### config.mk
export PLATFORM = sky130hd
export DESIGN_NAME = rfc_front
export DESIGN_NICKNAME = d
export VERILOG_FILES = /design/src/design/rfc_pkg.sv /design/src/design/rfc_front.sv
export SDC_FILE = /design/constraint.sdc
export NUM_CORES = 1
export LEC_CHECK = 0
export ABC_AREA = 1
export BUFFER_PORTS_ARGS = -buffer_cell sky130_fd_sc_hd__buf_2
export CORE_MARGIN = 5
export CORE_UTILIZATION = 35
export CTS_CLUSTER_SIZE = 14
export DETAILED_ROUTE_END_ITERATION = 10
export PLACE_DENSITY_LB_ADDON = 0.25
export SYNTH_ARGS = -nofsm -noshare
export SYNTH_HDL_FRONTEND = slang
export SYNTH_SLANG_ARGS = --single-unit
export TNS_END_PERCENT = 50
### constraint.sdc
create_clock -name clk -period 4.61 [get_ports clk]
set_input_delay 0.922 -clock clk [delete_from_list [all_inputs] [get_ports clk]]
set_output_delay 0.922 -clock clk [all_outputs]
set_load 0.01 [all_outputs]
### src/design/rfc_pkg.sv
// shared types and constants of the receive frame checker
package rfc_pkg;

    localparam logic [7:0] ACK_CODE_RESET = 8'hF3;
    localparam logic [7:0] SYNC_BYTE      = 8'h07;
    localparam logic [7:0] HDR_BYTE1      = 8'hF0;
    localparam logic [7:0] HDR_BYTE2      = 8'h00;
    localparam logic [7:0] TAIL_BYTE      = 8'h0F;
    localparam logic [7:0] SUM_SEED       = 8'hAD;
    localparam logic [7:0] FRAME_OVERHEAD = 8'd8;
    localparam logic [8:0] POS_MAX        = 9'd511;
    localparam logic [8:0] PAYLOAD_START  = 9'd5;

    localparam logic KIND_PAYLOAD = 1'b0;
    localparam logic KIND_STATUS  = 1'b1;

    localparam logic [2:0] ST_VALID    = 3'd0;
    localparam logic [2:0] ST_ACK      = 3'd1;
    localparam logic [2:0] ST_BAD_SIZE = 3'd2;
    localparam logic [2:0] ST_BAD_HDR  = 3'd3;
    localparam logic [2:0] ST_BAD_LEN  = 3'd4;
    localparam logic [2:0] ST_BAD_SUM  = 3'd5;

    typedef struct packed {
        logic       result_kind;
        logic [7:0] payload_byte;
        logic [7:0] payload_index;
        logic [2:0] frame_status;
        logic [7:0] response_code;
        logic [7:0] payload_length;
    } result_t;

endpackage

### src/design/rfc_front.sv
// front end: per-byte frame tracking and classification into results
module rfc_front
(
    input  logic             clk,
    input  logic             rst_n,
    input  logic             cfg_we,
    input  logic [7:0]       cfg_wdata,
    input  logic             in_valid,
    output logic             in_ready,
    input  logic [7:0]       in_byte,
    input  logic             in_last,
    input  logic             q_full,
    output logic             push,
    output rfc_pkg::result_t push_data
);

    logic [7:0] ack_reg;
    logic [8:0] pos_reg, pos_next;
    logic       hdr_reg, hdr_next;
    logic [7:0] len_reg, len_next;
    logic [7:0] sum_reg, sum_next;
    logic [7:0] cmd_reg, cmd_next;
    logic [7:0] r0_reg, r1_reg;

    logic       accept;
    logic       is_ack;
    logic       in_payload;
    logic [8:0] pay_off;
    logic [9:0] frame_len;
    logic [9:0] want_len;
    logic [7:0] sum_check;
    logic [2:0] status;

    assign in_ready = !q_full;
    assign accept   = in_valid && in_ready;

    assign is_ack = (pos_reg == 9'd1) && (r0_reg == rfc_pkg::SYNC_BYTE) &&
                    (in_byte == ack_reg);

    always_comb
    begin
        hdr_next = hdr_reg;
        unique case (pos_reg)
            9'd0:    hdr_next = (in_byte == rfc_pkg::SYNC_BYTE);
            9'd1:    hdr_next = hdr_reg && (in_byte == rfc_pkg::HDR_BYTE1);
            9'd2:    hdr_next = hdr_reg && (in_byte == rfc_pkg::HDR_BYTE2);
            default: hdr_next = hdr_reg;
        endcase
    end

    assign cmd_next   = (pos_reg == 9'd3) ? in_byte : cmd_reg;
    assign len_next   = (pos_reg == 9'd4) ? in_byte : len_reg;
    assign pay_off    = pos_reg - rfc_pkg::PAYLOAD_START;
    assign in_payload = (pos_reg >= rfc_pkg::PAYLOAD_START) && (pay_off < {1'b0, len_reg});
    assign sum_next   = ((pos_reg >= 9'd2 && pos_reg <= 9'd4) || in_payload) ?
                        sum_reg + in_byte : sum_reg;

    assign frame_len = {1'b0, pos_reg} + 10'd1;
    assign want_len  = {2'b00, len_next} + {2'b00, rfc_pkg::FRAME_OVERHEAD};
    assign sum_check = sum_next + rfc_pkg::SUM_SEED;

    always_comb
    begin
        if (pos_reg == 9'd0)
            status = rfc_pkg::ST_BAD_SIZE;
        else if (pos_reg == 9'd1)
            status = rfc_pkg::ST_BAD_HDR;
        else if (!(hdr_next && r0_reg == rfc_pkg::SYNC_BYTE && in_byte == rfc_pkg::TAIL_BYTE))
            status = rfc_pkg::ST_BAD_HDR;
        else if (frame_len != want_len)
            status = rfc_pkg::ST_BAD_LEN;
        else if (sum_check != r1_reg)
            status = rfc_pkg::ST_BAD_SUM;
        else
            status = rfc_pkg::ST_VALID;
    end

    always_comb
    begin
        push_data = '0;
        if (is_ack)
        begin
            push_data.result_kind  = rfc_pkg::KIND_STATUS;
            push_data.frame_status = rfc_pkg::ST_ACK;
        end
        else if (in_last)
        begin
            push_data.result_kind    = rfc_pkg::KIND_STATUS;
            push_data.frame_status   = status;
            push_data.response_code  = cmd_next;
            push_data.payload_length = len_next;
        end
        else
        begin
            push_data.result_kind   = rfc_pkg::KIND_PAYLOAD;
            push_data.payload_byte  = in_byte;
            push_data.payload_index = pay_off[7:0];
        end
    end

    assign push = accept && (in_last || (!is_ack && in_payload));

    assign pos_next = (pos_reg < rfc_pkg::POS_MAX) ? pos_reg + 9'd1 : pos_reg;

    always_ff @(posedge clk or negedge rst_n)
    begin
        if (!rst_n)
            ack_reg <= rfc_pkg::ACK_CODE_RESET;
        else if (cfg_we)
            ack_reg <= cfg_wdata;
    end

    always_ff @(posedge clk or negedge rst_n)
    begin
        if (!rst_n)
        begin
            pos_reg <= '0;
            hdr_reg <= 1'b1;
            len_reg <= '0;
            sum_reg <= '0;
            cmd_reg <= '0;
            r0_reg  <= '0;
            r1_reg  <= '0;
        end
        else if (accept)
        begin
            // a stripped ack pair or the final byte starts a fresh frame
            if (is_ack || in_last)
            begin
                pos_reg <= '0;
                hdr_reg <= 1'b1;
                len_reg <= '0;
                sum_reg <= '0;
                cmd_reg <= '0;
                r0_reg  <= '0;
                r1_reg  <= '0;
            end
            else
            begin
                pos_reg <= pos_next;
                hdr_reg <= hdr_next;
                len_reg <= len_next;
                sum_reg <= sum_next;
                cmd_reg <= cmd_next;
                r0_reg  <= in_byte;
                r1_reg  <= r0_reg;
            end
        end
    end

endmodule

# Word level (Yosys, flattened, before mapping)
# Cells that the tools add are included.
dict set report word_totals {
  regBits 58
  out_inout_bits 38
  elab_cells 74
}
dict set report classes {
  n_addsub 6
  order_cmp 5
  eq_ne 11
  n_mux 24
  n_reduce_logical 20
}
# cell n
set op_table {}
lappend op_table {{$mux W8} 8}
lappend op_table {{$mux W16} 3}
lappend op_table {{$mux W19} 1}
lappend op_table {{$eq A9 B2 Y1 const B} 2}
lappend op_table {{$mux W3} 6}
lappend op_table {{$mux W9} 2}
lappend op_table {{$eq A8 B3 Y1 const B} 2}
lappend op_table {{$logic_and A1 B1 Y1} 11}
lappend op_table {{$add A9 B1 Y10 const B} 1}
lappend op_table {{$ne A10 B9 Y1} 1}
lappend op_table {{$add A8 B4 Y9 const B} 1}
lappend op_table {{$add A9 B1 Y9 const B} 1}
lappend op_table {{$eq A9 B1 Y1 const B} 1}
lappend op_table {{$eq A9 B3 Y1 const B} 1}
lappend op_table {{$ge A9 B2 Y1 const B} 1}
lappend op_table {{$ge A9 B3 Y1 const B} 1}
lappend op_table {{$le A9 B3 Y1 const B} 1}
lappend op_table {{$logic_not A9 Y1} 1}
lappend op_table {{$lt A9 B8 Y1} 1}
lappend op_table {{$lt A9 B9 Y1 const B} 1}
lappend op_table {{$sub A9 B3 Y9 const B} 1}
lappend op_table {{$add A8 B8 Y8} 1}
lappend op_table {{$add A8 B8 Y8 const B} 1}
lappend op_table {{$eq A8 B4 Y1 const B} 1}
lappend op_table {{other kinds (10)} 15}

# Depth between registers and ports, before layout
dict set report logic_depth {
  word_depth 14
  depth_mapped 33
  mapped_depth_nobuf 32
}

# Worst setup path after synthesis
# Ideal clock, no wire load.
dict set report synth_path {
  path_kind {register -> output}
  start {register pos_reg[1]}
  end {output push_data[16] (netlist name)}
  arrival_ns 3.287
  t_required_ns 3.688
  slack_ns 0.401
  path_stages_with_launch 33
  path_cell_list {dfrtp_1 -> inv_1 -> ha_1 -> nor2_2 -> nor2_2 -> xor2_1 -> inv_1 -> ha_1 -> nand2_1 -> inv_1 -> nand2_1 -> nand2_1 -> nand2_1 -> nand2_1 -> nand2_1 -> nand2_4 -> nand2_4 -> buf_12 -> nand2_4 -> nand2_4 -> ha_1 -> inv_1 -> nand3_4 -> o21bai_4 -> nand3_1 -> nand2_1 -> inv_2 -> nor2_2 -> nand3_1 -> nand2_1 -> nand2_1 -> nand2_1 -> nand2_1}
}
# element line
set synth_lines {}
lappend synth_lines {{start: declaration} rfc_front.sv:18} ;# logic [8:0] pos_reg, pos_next;
lappend synth_lines {{start signal: assignment} rfc_front.sv:140} ;# pos_reg <= pos_next;
lappend synth_lines {{end: declaration} rfc_front.sv:14} ;# output rfc_pkg::result_t push_data

==> out/qor.log <==
INFO  cells_and_area number_of_flip_flops_in_the_largest_register=9
INFO  routing        drc_violations=0
INFO  clock_tree     cts_tree=built
INFO  run            max-cap-violations=0
INFO  timing         report.final.hold_viol_count=0
INFO  placement      dp_slack=0.0482ns
INFO  clock_tree     cts-hold-fix-buffers=0
INFO  placement      buffer_ports.inserted=59
INFO  worst_setup_path crit_required=3.69ns
INFO  routing        vias_per_cell=4.98
INFO  global_routing grt_antenna_before_repair=0
INFO  placement      placed_wire_length_estimate_after_detailed_placement=10200µm
INFO  power          p_sw_frac=0.409
INFO  die            dieWidth=122µm
INFO  worst_setup_path critPathArrivalTime=3.58ns
INFO  die            row_count=41
INFO  worst_setup_path timing.critical_path.slowest_cell_delay=0.39ns
INFO  routing        route.final.wire_length=13300µm
INFO  placement      detailed_place.area=4920µm²
INFO  power          leakagePower=2.80nW
INFO  worst_setup_path worstSetupPathType=reg -> out
INFO  timing         worst_hold_slack=0.507ns
INFO  cells_and_area layout.nets=715
INFO  logic_synthesis number_of_enable_flip_flop_cells_after_synthesis=0
INFO  routing        routedWlPerCell=15.7µm
INFO  cells_and_area stdcell_area=5540µm²
INFO  clock_tree     clock_sinks=58
INFO  timing         fin_crit=4.51ns
INFO  global_routing via_count_of_the_first_global_routing_pass=4195
INFO  logic_synthesis ys_ff_latch=58
INFO  cells_and_area n_antenna_cell=0
INFO  global_routing grt.total_usage=0.184
INFO  power          power_density=456nW/µm²
INFO  worst_setup_path max_fo_critical_path=6
INFO  logic_synthesis mappedNetlistArea=4410µm²
INFO  global_routing grt_pass1_wl=21200µm
INFO  logic_synthesis yosys.area.top_type=sky130_fd_sc_hd__dfrtp_1
INFO  timing         rsz0062_at_grt=true
INFO  clock_tree     clkTransAtPathRegs=0.05ns
INFO  routing        detail-route-antenna-nets=0
INFO  logic_synthesis synthesis.instances=588
INFO  die            die_area=14900µm²
INFO  worst_setup_path slowest_stage=sky130_fd_sc_hd__dfrtp_1
INFO  power          seq_power_share=0.254
INFO  clock_tree     tritoncts.num_buffers=9
INFO  timing         min_period_over_period=0.977
INFO  logic_synthesis netlist.area_leader.share=0.289
INFO  clock_tree     clk_latency=0.33ns
INFO  routing        drt_first_pass_iters=5
INFO  cells_and_area area_delta_synth_final=25.6%
INFO  timing         post_route_skew=0.00632ns
INFO  power          ir_drop=0.146mV
INFO  placement      gpl.final_weighted_congestion=0.911
INFO  cells_and_area layout-drive-gt1-share=0.302
INFO  global_routing grt_max_degree=44
INFO  timing         worst_slew_margin_rel=0.607
INFO  die            coreArea=12500µm²
INFO  worst_setup_path cp-end-kind=primary output
INFO  clock_tree     cts_buffer_depth=2
INFO  routing        drt_iter0_markers=168
INFO  die            floorplan.initialDensity=0.354
INFO  power          totalPowerFinal=0.00252W
INFO  logic_synthesis synth_top_cells_by_area=sky130_fd_sc_hd__dfrtp_1, sky130_fd_sc_hd__nand2_1, sky130_fd_sc_hd__inv_1, sky130_fd_sc_hd__ha_1, sky130_fd_sc_hd__xor2_1
INFO  hold_path      hp-class=reg -> reg
INFO  placement      post-place-cells=816
INFO  cells_and_area final-instance-count-excl-fill=848
INFO  timing         final-max-slew-violation-count=0
INFO  logic_synthesis post_syn_area_per_cell=7.50µm²
INFO  clock_tree     cts_root_cell=sky130_fd_sc_hd__clkbuf_16
INFO  timing         finalWorstSetupSlack=0.104ns
INFO  die            die_h=122µm
INFO  worst_setup_path cpMostUsedCell=sky130_fd_sc_hd__nand2_1
INFO  clock_tree     htreeDepth=3
INFO  worst_setup_path element_type_at_the_critical_path_start=flip-flop
INFO  logic_synthesis ys_dominant_reg_cell=sky130_fd_sc_hd__dfrtp_1
INFO  timing         timing_worst_slew_pin_value=0.589ns
INFO  global_routing overflow=0
INFO  logic_synthesis synth_sequential_area_ratio=0.331
INFO  logic_synthesis syn_nets=632
INFO  logic_synthesis yosysWarningCount=0
INFO  logic_synthesis ys_async_sr_fraction=1.00
INFO  die            num_io_pins=60
INFO  logic_synthesis synth_cell_types=46
INFO  power          power.share.combinational=0.476
INFO  routing        vias=4222
INFO  power          clockPowerShare=0.270
INFO  power          intPower=0.00149W
INFO  status         outcome=finished clean
INFO  timing         final_setup_vio_count=0
INFO  power          p_switching=0.00103W
INFO  timing         fmax=222MHz
-- path summary, 6_finish.rpt --
| check | slack, ns | cells after the start | start | end |
|---|---|---|---|---|
| setup / recovery | 0.10 | 32 | pos_reg[1] | push_data[16] |
| hold / removal | 0.51 | 2 | r1_reg[1] | r1_reg[1] |
| setup reg to reg | 1.84 | 13 | pos_reg[4] | sum_reg[2] |
| hold reg to reg | 0.51 | 2 | r1_reg[1] | r1_reg[1] |
| max in group asynchronous | 3.12 | 2 | rst_n | pos_reg[3] |
| min in group asynchronous | 0.59 | 1 | rst_n | ack_reg[2] |
-- worst max-delay path, delay by kind of cell (launching register included) --
family / cells / cell delay (ns)
and+or+nand+nor: 21 / 1.48
DFF: 1 / 0.39
xor gates and xnor gates: 1 / 0.19
buffers and inverters: 6 / 0.45
adders and majority gates: 3 / 0.60
AOI/OAI and AO/OA: 1 / 0.16
-- power by group through the flow --
stage,logic (W),registers (W),clock network (W)
3_3_place_gp,0.00107,0.000645,0
5_1_grt,0.00134,0.000649,0.000721
4_1_cts,0.00113,0.000639,0.000695
6_report,0.00120,0.000641,0.000681
2_1_floorplan,0.000849,0.000631,0
3_5_place_dp,0.00108,0.000647,0
-- layer usage --
| metal | track usage | vias to the layer above | share of wire | routed length, µm |
|---|---|---|---|---|
| met1 | 0.227 | 1997 | 0.42 | 5630 |
| met5 | 0 | - | 0 | 0 |
| met3 | 0.0429 | 34 | 0.054 | 715 |
| li1 | - | 2069 | - | - |
| met2 | 0.311 | 122 | 0.49 | 6570 |
| met4 | 0.0756 | 0 | 0.031 | 407 |
-- synth_stat cells (2+ instances only) --
library cell               count
sky130_fd_sc_hd__clkinv_1      3
sky130_fd_sc_hd__inv_2        13
sky130_fd_sc_hd__nand2_4      10
sky130_fd_sc_hd__nand3b_1      2
sky130_fd_sc_hd__a21oi_1      14
sky130_fd_sc_hd__nand3_2       3
sky130_fd_sc_hd__xnor2_1       5
sky130_fd_sc_hd__dfrtp_1      51
sky130_fd_sc_hd__clkbuf_1     11
sky130_fd_sc_hd__nor3_1        8
sky130_fd_sc_hd__nor2_1       55
sky130_fd_sc_hd__dfstp_2       7
sky130_fd_sc_hd__ha_1         21
sky130_fd_sc_hd__mux2_2        8
sky130_fd_sc_hd__nor2_4        3
sky130_fd_sc_hd__xor2_1       27
sky130_fd_sc_hd__nand2_1     110
sky130_fd_sc_hd__o22ai_1      34
sky130_fd_sc_hd__nand4_1       7
sky130_fd_sc_hd__a21oi_2       5
sky130_fd_sc_hd__nor2_2       10
sky130_fd_sc_hd__inv_1        86
sky130_fd_sc_hd__nand2_2       6
sky130_fd_sc_hd__nand3_1      34
sky130_fd_sc_hd__o21ai_0      29
sky130_fd_sc_hd__nor4_1        6
-- layout by cell type, fill, tap and decap left out, drive strengths merged, types with 12 or more instances in the layout --
cell type / count
dfrtp: 51
xor2: 27
ha: 21
clkbuf: 12
nand2: 126
inv: 99
buf: 86
a21oi: 20
nor2: 68
o21ai: 32
nand3: 38
o22ai: 34
-- repair_timing --
item | in CTS | in global routing
pin swaps | 8 | 12
gates cloned | 0 | 0
resized for setup | 13 | 28
buffers inserted | 10 | 6
setup endpoints to repair | 2 | 2
-- metrics by stage --
step	utilization	TNS (ns)
2_1_floorplan	-	0
3_3_place_gp	0.395	0
3_5_place_dp	0.395	0
4_1_cts	0.431	0
5_1_grt	0.444	-0.328
6_report	0.444	0
-- layout make-up --
type	count	area, µm²
clock buffer	12	256
clock inverter	4	50.0
fill	1262	6930
inverter	102	385
multi-input combinational	414	2660
sequential	58	1460
tap	172	215
timing repair buffer	86	505
-- cells by family after synthesis --
family / after synthesis / share of synthesized area
AND/OR/NAND/NOR: 258 / 0.282
buffers and inverters: 116 / 0.104
AO/OA/AOI/OAI: 94 / 0.134
flip-flops: 58 / 0.331
XOR/XNOR: 32 / 0.0636
adder cells (fa/ha/maj): 22 / 0.0641
multiplexers: 8 / 0.0204
Note: power is estimated with default switching activity, not from simulation.
